[config.mk]
export PLATFORM = sky130hd
export DESIGN_NAME = load_cell_moving_average
export DESIGN_NICKNAME = d
export VERILOG_FILES = /design/src/rtl/lcma_pkg.sv /design/src/rtl/lcma_ram.sv /design/src/rtl/lcma_div.sv /design/src/rtl/load_cell_moving_average.sv
export SDC_FILE = /design/constraint.sdc
export NUM_CORES = 1
export LEC_CHECK = 0
export BUFFER_PORTS_ARGS = -buffer_cell sky130_fd_sc_hd__buf_2
export CORE_AREA = 8 8 362 293
export CTS_CLUSTER_DIAMETER = 50
export DETAILED_ROUTE_END_ITERATION = 8
export DIE_AREA = 0 0 370 301
export PLACE_DENSITY = 0.53
export SYNTH_ARGS = -nofsm -noshare
export SYNTH_HDL_FRONTEND = slang
export SYNTH_SLANG_ARGS = --single-unit
[constraint.sdc]
create_clock -name clk_i -period 8.93 [get_ports clk_i]
set_clock_uncertainty 0.15 [all_clocks]
set_input_delay 0.4465 -clock clk_i [delete_from_list [all_inputs] [get_ports clk_i]]
set_output_delay 0.4465 -clock clk_i [all_outputs]
set_load 0.05 [all_outputs]
[src/rtl/lcma_pkg.sv]
// Shared types and constants for the load-cell moving average block.
// No dependencies; imported by load_cell_moving_average and lcma_checker.
`default_nettype none

package lcma_pkg;

  // Field widths
  localparam int unsigned CAL_W  = 24;  // calibration, Q.8 counts per gram
  localparam int unsigned RD_W   = 25;  // signed converter reading
  localparam int unsigned GRAM_W = 32;  // signed grams, Q.8
  localparam int unsigned SUM_W  = 38;  // signed running sum of the ring
  localparam int unsigned FILL_W = 7;   // fill count, 0..DEPTH
  localparam int unsigned FRAC_W = 16;  // reading is scaled by 2^16 before the divide

  // Serial divider operand widths: |reading| << 16 is the widest dividend
  localparam int unsigned NUM_W = RD_W + FRAC_W;
  localparam int unsigned DEN_W = CAL_W;

  // Stream word widths
  localparam int unsigned S_DATA_W = 32;
  localparam int unsigned M_DATA_W = GRAM_W + RD_W + FILL_W;

  // Register file
  localparam int unsigned PADDR_W   = 3;
  localparam int unsigned PDATA_W   = 32;
  localparam logic [PADDR_W-1:0] REG_CAL_ADDR = 3'h0;
  localparam logic [CAL_W-1:0]   CAL_RESET    = 24'd256;

  // Commands carried in tuser
  localparam logic CMD_READ = 1'b0;
  localparam logic CMD_TARE = 1'b1;

  // Sequencer states
  typedef enum logic [2:0] {
    ST_IDLE,    // waiting for a word
    ST_RD,      // ring read data valid, take the oldest entry off the sum
    ST_GDIV,    // counts to grams division running
    ST_ACC,     // add new gram value to the sum, advance pointer and count
    ST_MSTART,  // launch the mean division
    ST_MDIV,    // mean division running
    ST_FIN      // result ready for the output register
  } state_e;

endpackage

`default_nettype wire

[src/rtl/lcma_ram.sv]
// Generic single-port-write, single-port-read RAM with registered read.
// No dependencies.
`default_nettype none

module lcma_ram #(
  parameter int unsigned WIDTH = 32,
  parameter int unsigned DEPTH = 8
) (
  input  wire                      clk_i,
  input  wire                      we_i,
  input  wire [$clog2(DEPTH)-1:0]  waddr_i,
  input  wire [WIDTH-1:0]          wdata_i,
  input  wire                      re_i,
  input  wire [$clog2(DEPTH)-1:0]  raddr_i,
  output logic [WIDTH-1:0]         rdata_o
);

  logic [WIDTH-1:0] mem_q [DEPTH];

  // write port
  always_ff @(posedge clk_i) begin
    if (we_i) begin
      mem_q[waddr_i] <= wdata_i;
    end
  end

  // registered read, holds between reads
  always_ff @(posedge clk_i) begin
    if (re_i) begin
      rdata_o <= mem_q[raddr_i];
    end
  end

endmodule

`default_nettype wire

[src/rtl/lcma_div.sv]
// Bit-serial restoring divider for unsigned operands, one quotient bit per cycle.
// No package dependency; widths come from the instantiating module.
`default_nettype none

module lcma_div #(
  parameter int unsigned NUM_W = 41,
  parameter int unsigned DEN_W = 24
) (
  input  wire               clk_i,
  input  wire               rst_ni,
  input  wire               start_i,
  input  wire [NUM_W-1:0]   num_i,
  input  wire [DEN_W-1:0]   den_i,
  output logic              done_o,
  output logic [NUM_W-1:0]  quo_o
);

  localparam int unsigned CNT_W = $clog2(NUM_W + 1);

  logic             busy_q, done_q;
  logic [CNT_W-1:0] cnt_q;
  logic [DEN_W-1:0] rem_q, den_q;
  logic [NUM_W-1:0] quo_q;

  logic [DEN_W:0]   trial, diff;
  logic             ge;

  // one restoring step: shift in the next dividend bit, try the subtract
  assign trial = {rem_q, quo_q[NUM_W-1]};
  assign diff  = trial - {1'b0, den_q};
  assign ge    = (trial >= {1'b0, den_q});

  // control
  always_ff @(posedge clk_i or negedge rst_ni) begin
    if (!rst_ni) begin
      busy_q <= 1'b0;
      done_q <= 1'b0;
      cnt_q  <= '0;
    end else begin
      done_q <= 1'b0;
      if (start_i) begin
        busy_q <= 1'b1;
        cnt_q  <= CNT_W'(NUM_W);
      end else if (busy_q) begin
        cnt_q <= cnt_q - CNT_W'(1);
        if (cnt_q == CNT_W'(1)) begin
          busy_q <= 1'b0;
          done_q <= 1'b1;
        end
      end
    end
  end

  // datapath: quotient bits shift in where dividend bits shift out
  always_ff @(posedge clk_i) begin
    if (start_i) begin
      rem_q <= '0;
      quo_q <= num_i;
      den_q <= den_i;
    end else if (busy_q) begin
      rem_q <= ge ? diff[DEN_W-1:0] : trial[DEN_W-1:0];
      quo_q <= {quo_q[NUM_W-2:0], ge};
    end
  end

  assign done_o = done_q;
  assign quo_o  = quo_q;

endmodule

`default_nettype wire

[src/rtl/load_cell_moving_average.sv]
// A reading word passes through the counts-to-grams divide and then the mean divide
// before its result is registered; a tare word clears the ring state and goes
// straight on to the result. One bit-serial divider is shared by both divides, so a
// new word is taken only once the last one is through. The output register lets the
// next word be taken while a result still waits. rst_ni is asynchronous, active low:
// it clears sum, count, pointer, held reading and smoothed value, and loads 256.
`default_nettype none

module load_cell_moving_average
  import lcma_pkg::*;
#(
  parameter int unsigned DEPTH = 8
) (
  input  wire                   clk_i,
  input  wire                   rst_ni,
  // input stream
  input  wire                   s_axis_tvalid,
  output logic                  s_axis_tready,
  input  wire [S_DATA_W-1:0]    s_axis_tdata,   // [24:0] reading, [31:25] zero
  input  wire                   s_axis_tuser,   // [0] cmd
  // result stream
  output logic                  m_axis_tvalid,
  input  wire                   m_axis_tready,
  output logic [M_DATA_W-1:0]   m_axis_tdata,   // [31:0] smoothed_grams,
                                                // [56:32] last_reading, [63:57] filled
  // register port
  input  wire                   psel,
  input  wire                   penable,
  input  wire                   pwrite,
  input  wire [PADDR_W-1:0]     paddr,
  input  wire [PDATA_W-1:0]     pwdata,
  output logic [PDATA_W-1:0]    prdata,
  output logic                  pready
);

  localparam int unsigned PTR_W = $clog2(DEPTH);

  // state
  state_e               state_q, state_d;
  logic [CAL_W-1:0]     cal_q;
  logic signed [RD_W-1:0]   held_q, held_d;
  logic signed [SUM_W-1:0]  sum_q, sum_d;
  logic [PTR_W-1:0]     pos_q, pos_d;
  logic [FILL_W-1:0]    fill_q, fill_d;
  logic [GRAM_W-1:0]    smooth_q, smooth_d;
  logic [GRAM_W-1:0]    gram_q, gram_d;
  logic                 neg_q, neg_d;
  logic                 m_valid_q, m_valid_d;
  logic [M_DATA_W-1:0]  m_data_q, m_data_d;

  // divider and ring
  logic                 div_start, div_done;
  logic [NUM_W-1:0]     div_num, div_quo;
  logic [DEN_W-1:0]     div_den;
  logic                 ram_we, ram_re;
  logic [GRAM_W-1:0]    ram_rdata;

  logic signed [RD_W-1:0]  rd_in;
  logic [RD_W-1:0]         rd_abs;
  logic [SUM_W-1:0]        sum_abs;
  logic [GRAM_W-1:0]       ring_old, gram_sat;
  logic                    ring_full, accept, cal_wr;

  // register port
  assign pready = 1'b1;
  assign cal_wr = psel && penable && pwrite && (paddr == REG_CAL_ADDR);
  assign prdata = (paddr == REG_CAL_ADDR) ? PDATA_W'(cal_q) : '0;

  always_ff @(posedge clk_i or negedge rst_ni) begin
    if (!rst_ni) begin
      cal_q <= CAL_RESET;
    end else if (cal_wr) begin
      cal_q <= pwdata[CAL_W-1:0];
    end
  end

  // operand preparation
  assign rd_in     = s_axis_tdata[RD_W-1:0];
  assign rd_abs    = rd_in[RD_W-1] ? RD_W'(-rd_in) : RD_W'(rd_in);
  assign sum_abs   = sum_q[SUM_W-1] ? SUM_W'(-sum_q) : SUM_W'(sum_q);
  assign ring_full = (fill_q == FILL_W'(DEPTH));
  // an entry is only live once the ring has wrapped since the last tare
  assign ring_old  = ring_full ? ram_rdata : '0;
  assign accept    = s_axis_tvalid && s_axis_tready;

  // saturate the gram quotient to signed 32 bits
  always_comb begin
    if (!neg_q) begin
      gram_sat = (div_quo[NUM_W-1:GRAM_W-1] != '0) ? {1'b0, {(GRAM_W-1){1'b1}}}
                                                    : div_quo[GRAM_W-1:0];
    end else if ((div_quo[NUM_W-1:GRAM_W] != '0) ||
                 (div_quo[GRAM_W-1] && (div_quo[GRAM_W-2:0] != '0))) begin
      gram_sat = {1'b1, {(GRAM_W-1){1'b0}}};
    end else begin
      gram_sat = GRAM_W'(-div_quo[GRAM_W-1:0]);
    end
  end

  // sequencer
  always_comb begin
    state_d   = state_q;
    held_d    = held_q;
    sum_d     = sum_q;
    pos_d     = pos_q;
    fill_d    = fill_q;
    smooth_d  = smooth_q;
    gram_d    = gram_q;
    neg_d     = neg_q;
    m_valid_d = m_valid_q;
    m_data_d  = m_data_q;
    div_start = 1'b0;
    div_num   = {FRAC_W'(0), rd_abs} << FRAC_W;
    div_den   = (cal_q == '0) ? DEN_W'(1) : cal_q;
    ram_we    = 1'b0;
    ram_re    = 1'b0;
    s_axis_tready = (state_q == ST_IDLE);

    // output register drains independently
    if (m_valid_q && m_axis_tready) begin
      m_valid_d = 1'b0;
    end

    unique case (state_q)
      ST_IDLE: begin
        if (accept) begin
          if (s_axis_tuser == CMD_TARE) begin
            sum_d    = '0;
            pos_d    = '0;
            fill_d   = '0;
            smooth_d = '0;
            state_d  = ST_FIN;
          end else begin
            held_d    = rd_in;
            neg_d     = rd_in[RD_W-1];
            div_start = 1'b1;
            ram_re    = 1'b1;
            state_d   = ST_RD;
          end
        end
      end
      ST_RD: begin
        sum_d   = sum_q - SUM_W'($signed(ring_old));
        state_d = ST_GDIV;
      end
      ST_GDIV: begin
        if (div_done) begin
          gram_d  = gram_sat;
          ram_we  = 1'b1;
          state_d = ST_ACC;
        end
      end
      ST_ACC: begin
        sum_d   = sum_q + SUM_W'($signed(gram_q));
        pos_d   = (pos_q == PTR_W'(DEPTH - 1)) ? '0 : pos_q + PTR_W'(1);
        fill_d  = ring_full ? fill_q : fill_q + FILL_W'(1);
        state_d = ST_MSTART;
      end
      ST_MSTART: begin
        div_start = 1'b1;
        div_num   = NUM_W'(sum_abs);
        div_den   = DEN_W'(fill_q);
        neg_d     = sum_q[SUM_W-1];
        state_d   = ST_MDIV;
      end
      ST_MDIV: begin
        if (div_done) begin
          smooth_d = neg_q ? GRAM_W'(-div_quo[GRAM_W-1:0]) : div_quo[GRAM_W-1:0];
          state_d  = ST_FIN;
        end
      end
      ST_FIN: begin
        if (!m_valid_q || m_axis_tready) begin
          m_valid_d = 1'b1;
          m_data_d  = {fill_q, held_q, smooth_q};
          state_d   = ST_IDLE;
        end
      end
      default: state_d = ST_IDLE;
    endcase
  end

  // control and smoother state
  always_ff @(posedge clk_i or negedge rst_ni) begin
    if (!rst_ni) begin
      state_q   <= ST_IDLE;
      held_q    <= '0;
      sum_q     <= '0;
      pos_q     <= '0;
      fill_q    <= '0;
      smooth_q  <= '0;
      m_valid_q <= 1'b0;
    end else begin
      state_q   <= state_d;
      held_q    <= held_d;
      sum_q     <= sum_d;
      pos_q     <= pos_d;
      fill_q    <= fill_d;
      smooth_q  <= smooth_d;
      m_valid_q <= m_valid_d;
    end
  end

  // payload
  always_ff @(posedge clk_i) begin
    gram_q   <= gram_d;
    neg_q    <= neg_d;
    m_data_q <= m_data_d;
  end

  assign m_axis_tvalid = m_valid_q;
  assign m_axis_tdata  = m_data_q;

  // shared serial divider
  lcma_div #(
    .NUM_W (NUM_W),
    .DEN_W (DEN_W)
  ) u_div (
    .clk_i   (clk_i),
    .rst_ni  (rst_ni),
    .start_i (div_start),
    .num_i   (div_num),
    .den_i   (div_den),
    .done_o  (div_done),
    .quo_o   (div_quo)
  );

  // gram ring
  lcma_ram #(
    .WIDTH (GRAM_W),
    .DEPTH (DEPTH)
  ) u_ring (
    .clk_i   (clk_i),
    .we_i    (ram_we),
    .waddr_i (pos_q),
    .wdata_i (gram_sat),
    .re_i    (ram_re),
    .raddr_i (pos_q),
    .rdata_o (ram_rdata)
  );

endmodule

`default_nettype wire

==> flow_summary.json <==
{
  "status": "completed",
  "avgRoutedWirePerCell_um": 20.2,
  "timing.fmax_ghz": 0.151,
  "cts.path.max_buffers": 3,
  "synth_edf_count": 450,
  "cpLargestDelayFamily": "compound AO/OA/AOI/OAI gates",
  "finalMaxSlewViolations": 0,
  "startpoint": "fill_q[0]$_DFFE_PN0P_",
  "cts_htree_levels": 3,
  "start_util": 0.298,
  "hpwl_mm": 56.1,
  "crit_path_max_incr_delay_ns": 0.76,
  "tightest_slew_ns": 1.28,
  "start_kind": "register",
  "setup_viol": 0,
  "synthDistinctLibCells": 87,
  "vdd_drop_max_uv": 163,
  "cts_setup_buffers": 0,
  "antenna_found_initial": 0,
  "yosys_warnings": 0,
  "hold_path.class": "in -> reg",
  "timing.final.ws_setup_ns": 2.30,
  "min_period_ns": 6.63,
  "ys_async_sr_fraction": 0.229,
  "clock_sinks": 615,
  "cts_resized": 0,
  "cts-hold-fix-buffers": 48,
  "synth_most_common_cell": "edfxtp_1",
  "whs_ns": 0.0442,
  "hp-start": "m_axis_tready",
  "hold_violations": 0,
  "grtUsageTotal": 0.148,
  "firstDrtPassIters": 5,
  "seq_area_mm2": 0.0175,
  "p_per_area_mw_per_mm2": 189,
  "ant_nets": 0,
  "worstReg2RegStart": "fill_q[0]$_DFFE_PN0P_",
  "gr-total-overflow": 0,
  "avgSynthCellArea_um2": 11.2,
  "routed_wl_mm": 85.3,
  "netlist_area_mm2": 0.0298,
  "core.rowCount": 104,
  "cap_viol_max_count": 0,
  "cts_root_buffer": "clkbuf_16",
  "vias": 21600,
  "initialDrtViolationCount": 1835,
  "end_kind": "register",
  "worstPathRequired_ns": 9.28,
  "port_buffers": 149,
  "route.detailed.drc": 0,
  "worst_path_max_delay_cell": "a2111oi_1",
  "crit_path_max_fanout": 11,
  "arrival_ns": 6.98,
  "ff2ff_path_depth": 22,
  "seq_area_frac_synth": 0.589,
  "pre_cts_ws_ns": 2.28,
  "crit_chain": "inv_1, ha_1, nor4b_1, and3b_1, nand2_1, ha_1, o21ai_1, nor2_1, and2_1, o21ai_0, nand2b_1, a31oi_1, ha_1, nand2_1, o21ai_0, or3_1, a2111oi_1, nor4_1, a2111oi_0, a21oi_1, xnor2_1, o21ai_0",
  "synth_area_leader_cell": "edfxtp_1",
  "vias_per_cell": 5.10,
  "fillers": 9901,
  "crit_buf_inv": 1,
  "rsz0062_at_grt": "false",
  "die_w_um": 370,
  "cts_buffers": 85,
  "p_leak_nw": 13.7,
  "synth-seq-cells": 615,
  "clock_latency_ns": 0.64,
  "synth_top_cells_by_area": "edfxtp_1 (45%), dfrtp_1 (12%), nand2_1 (4.3%)",
  "cts_tree": "done",
  "criticalPathCategory": "reg -> reg",
  "path_clk_slew_ns": 0.06,
  "synth_common_cells": "edfxtp_1 (450), nand2_1 (340), o21ai_0 (223)",
  "dieHeight_um": 301,
  "netlist_instances": 2655,
  "area_delta_synth_final_pct": 19.5,
  "grt_pass1_vias": 20400,
  "grt_max_degree": 86,
  "die_area_mm2": 0.111,
  "gp_congestion": 0.863,
  "core_mm2": 0.0999,
  "whs_path_depth": 3,
  "grt_pass1_wl_mm": 129,
  "multi_input_area_mm2": 0.0116,
  "slew_headroom": 0.146,
  "fin_setup_tns_ns": 0,
  "synthFlopType": "edfxtp_1",
  "fin_nets": 2977,
  "synth_top_area_share": 0.454,
  "r2r_slack_ns": 2.30,
  "min_period_over_period": 0.743,
  "reg2reg_to": "sum_q[34]$_DFFE_PN0P_",
  "min_to": "m_axis_tvalid$_DFF_PN0_",
  "ios": 174,
  "drive_gt1_frac": 0.150
}
[how the worst max path moves through the flow]
stage                             to  slack, ns  cells after the start
3_5_place_dp   sum_q[34]$_DFFE_PN0P_       2.28                     22
4_1_cts        sum_q[34]$_DFFE_PN0P_       2.26                     22
6_report       sum_q[34]$_DFFE_PN0P_       2.30                     22
2_1_floorplan  sum_q[34]$_DFFE_PN0P_       3.46                     24
3_3_place_gp   sum_q[34]$_DFFE_PN0P_       2.31                     22
5_1_grt        sum_q[34]$_DFFE_PN0P_       1.62                     22
[sequential cells by signal, indices dropped and copies added, names as in the netlist, 25 cells and up]
signal / count
smooth_q: 32
held_q: 25
u_div.quo_o: 41
m_axis_tdata: 64
sum_q: 38
u_ring.mem_q: 256
u_ring.rdata_o: 32
gram_q: 32
[layer usage]
metal,global-route usage,vias up,wire [um]
met1,0.222,10600,41500
met5,0,-,0
met3,0.0282,113,5420
li1,-,10200,-
met4,0.0417,0,2020
met2,0.217,634,36400
[cell type report]
| cell class | instances | area share |
|---|---|---|
| diodes | 2 | 0.000141 |
| clock buffers | 100 | 0.0643 |
| clock inverters | 59 | 0.0187 |
| inverters | 67 | 0.00707 |
| multi-input cells | 1815 | 0.326 |
| flip-flops and latches | 615 | 0.493 |
| well taps | 1325 | 0.0466 |
| repair buffers | 244 | 0.0446 |
[kinds of logic (layout without fill, tap and decap cells)]
group | count (synthesis) | after routing | synth area share
AO/OA/AOI/OAI | 689 | 689 | 0.149
XOR/XNOR | 156 | 156 | 0.0459
adder cells (fa/ha/maj) | 74 | 74 | 0.0316
AND/OR/NAND/NOR | 847 | 847 | 0.139
other | 2 | 11 | 0.000252
buffers and inverters | 232 | 470 | 0.0308
flip-flops | 615 | 615 | 0.589
multiplexers | 40 | 40 | 0.0146
[worst register-to-register path: stages (launching register included)]
cell and delay, ns:
dfrtp_1 0.41, inv_1 0.09, ha_1 0.14, nor4b_1 0.41, and3b_1 0.57, nand2_1 0.16
ha_1 0.34, o21ai_1 0.23, nor2_1 0.20, and2_1 0.26, o21ai_0 0.11, nand2b_1 0.08
a31oi_1 0.26, ha_1 0.36, nand2_1 0.10, o21ai_0 0.10, or3_1 0.43, a2111oi_1 0.76
nor4_1 0.16, a2111oi_0 0.73, a21oi_1 0.17, xnor2_1 0.18, o21ai_0 0.09
[where the power goes]
group | switching [mW] | internal [mW] | leakage, nW
Combinational | 0.0856 | 0.0649 | 6.35
Clock | 1.39 | 2.09 | 1.44
Sequential | 0.0270 | 3.06 | 5.87
[layout by cell type, fill, tap and decap left out, drive strengths merged, types with 52 or more instances in the layout]
| master | instances |
|---|---|
| buf | 196 |
| nor3 | 52 |
| and2 | 56 |
| dfrtp | 140 |
| a21oi | 111 |
| ha | 72 |
| o21ai | 225 |
| nor2 | 135 |
| a22oi | 130 |
| inv | 87 |
| nand4 | 56 |
| clkbuf | 100 |
| nand2 | 341 |
| xor2 | 108 |
| edfxtp | 450 |
[through the flow]
step / util / std cells / power [mW] / instance area [um2]
2_1_floorplan: - / 2662 / 3.22 / 29800
3_3_place_gp: 0.321 / 4018 / 3.28 / 32100
3_5_place_dp: 0.321 / 4018 / 3.28 / 32100
4_1_cts: 0.356 / 4225 / 6.79 / 35500
5_1_grt: 0.356 / 4225 / 6.93 / 35500
6_report: 0.356 / 4227 / 6.72 / 35600
Power figures use the tool's default switching activity.
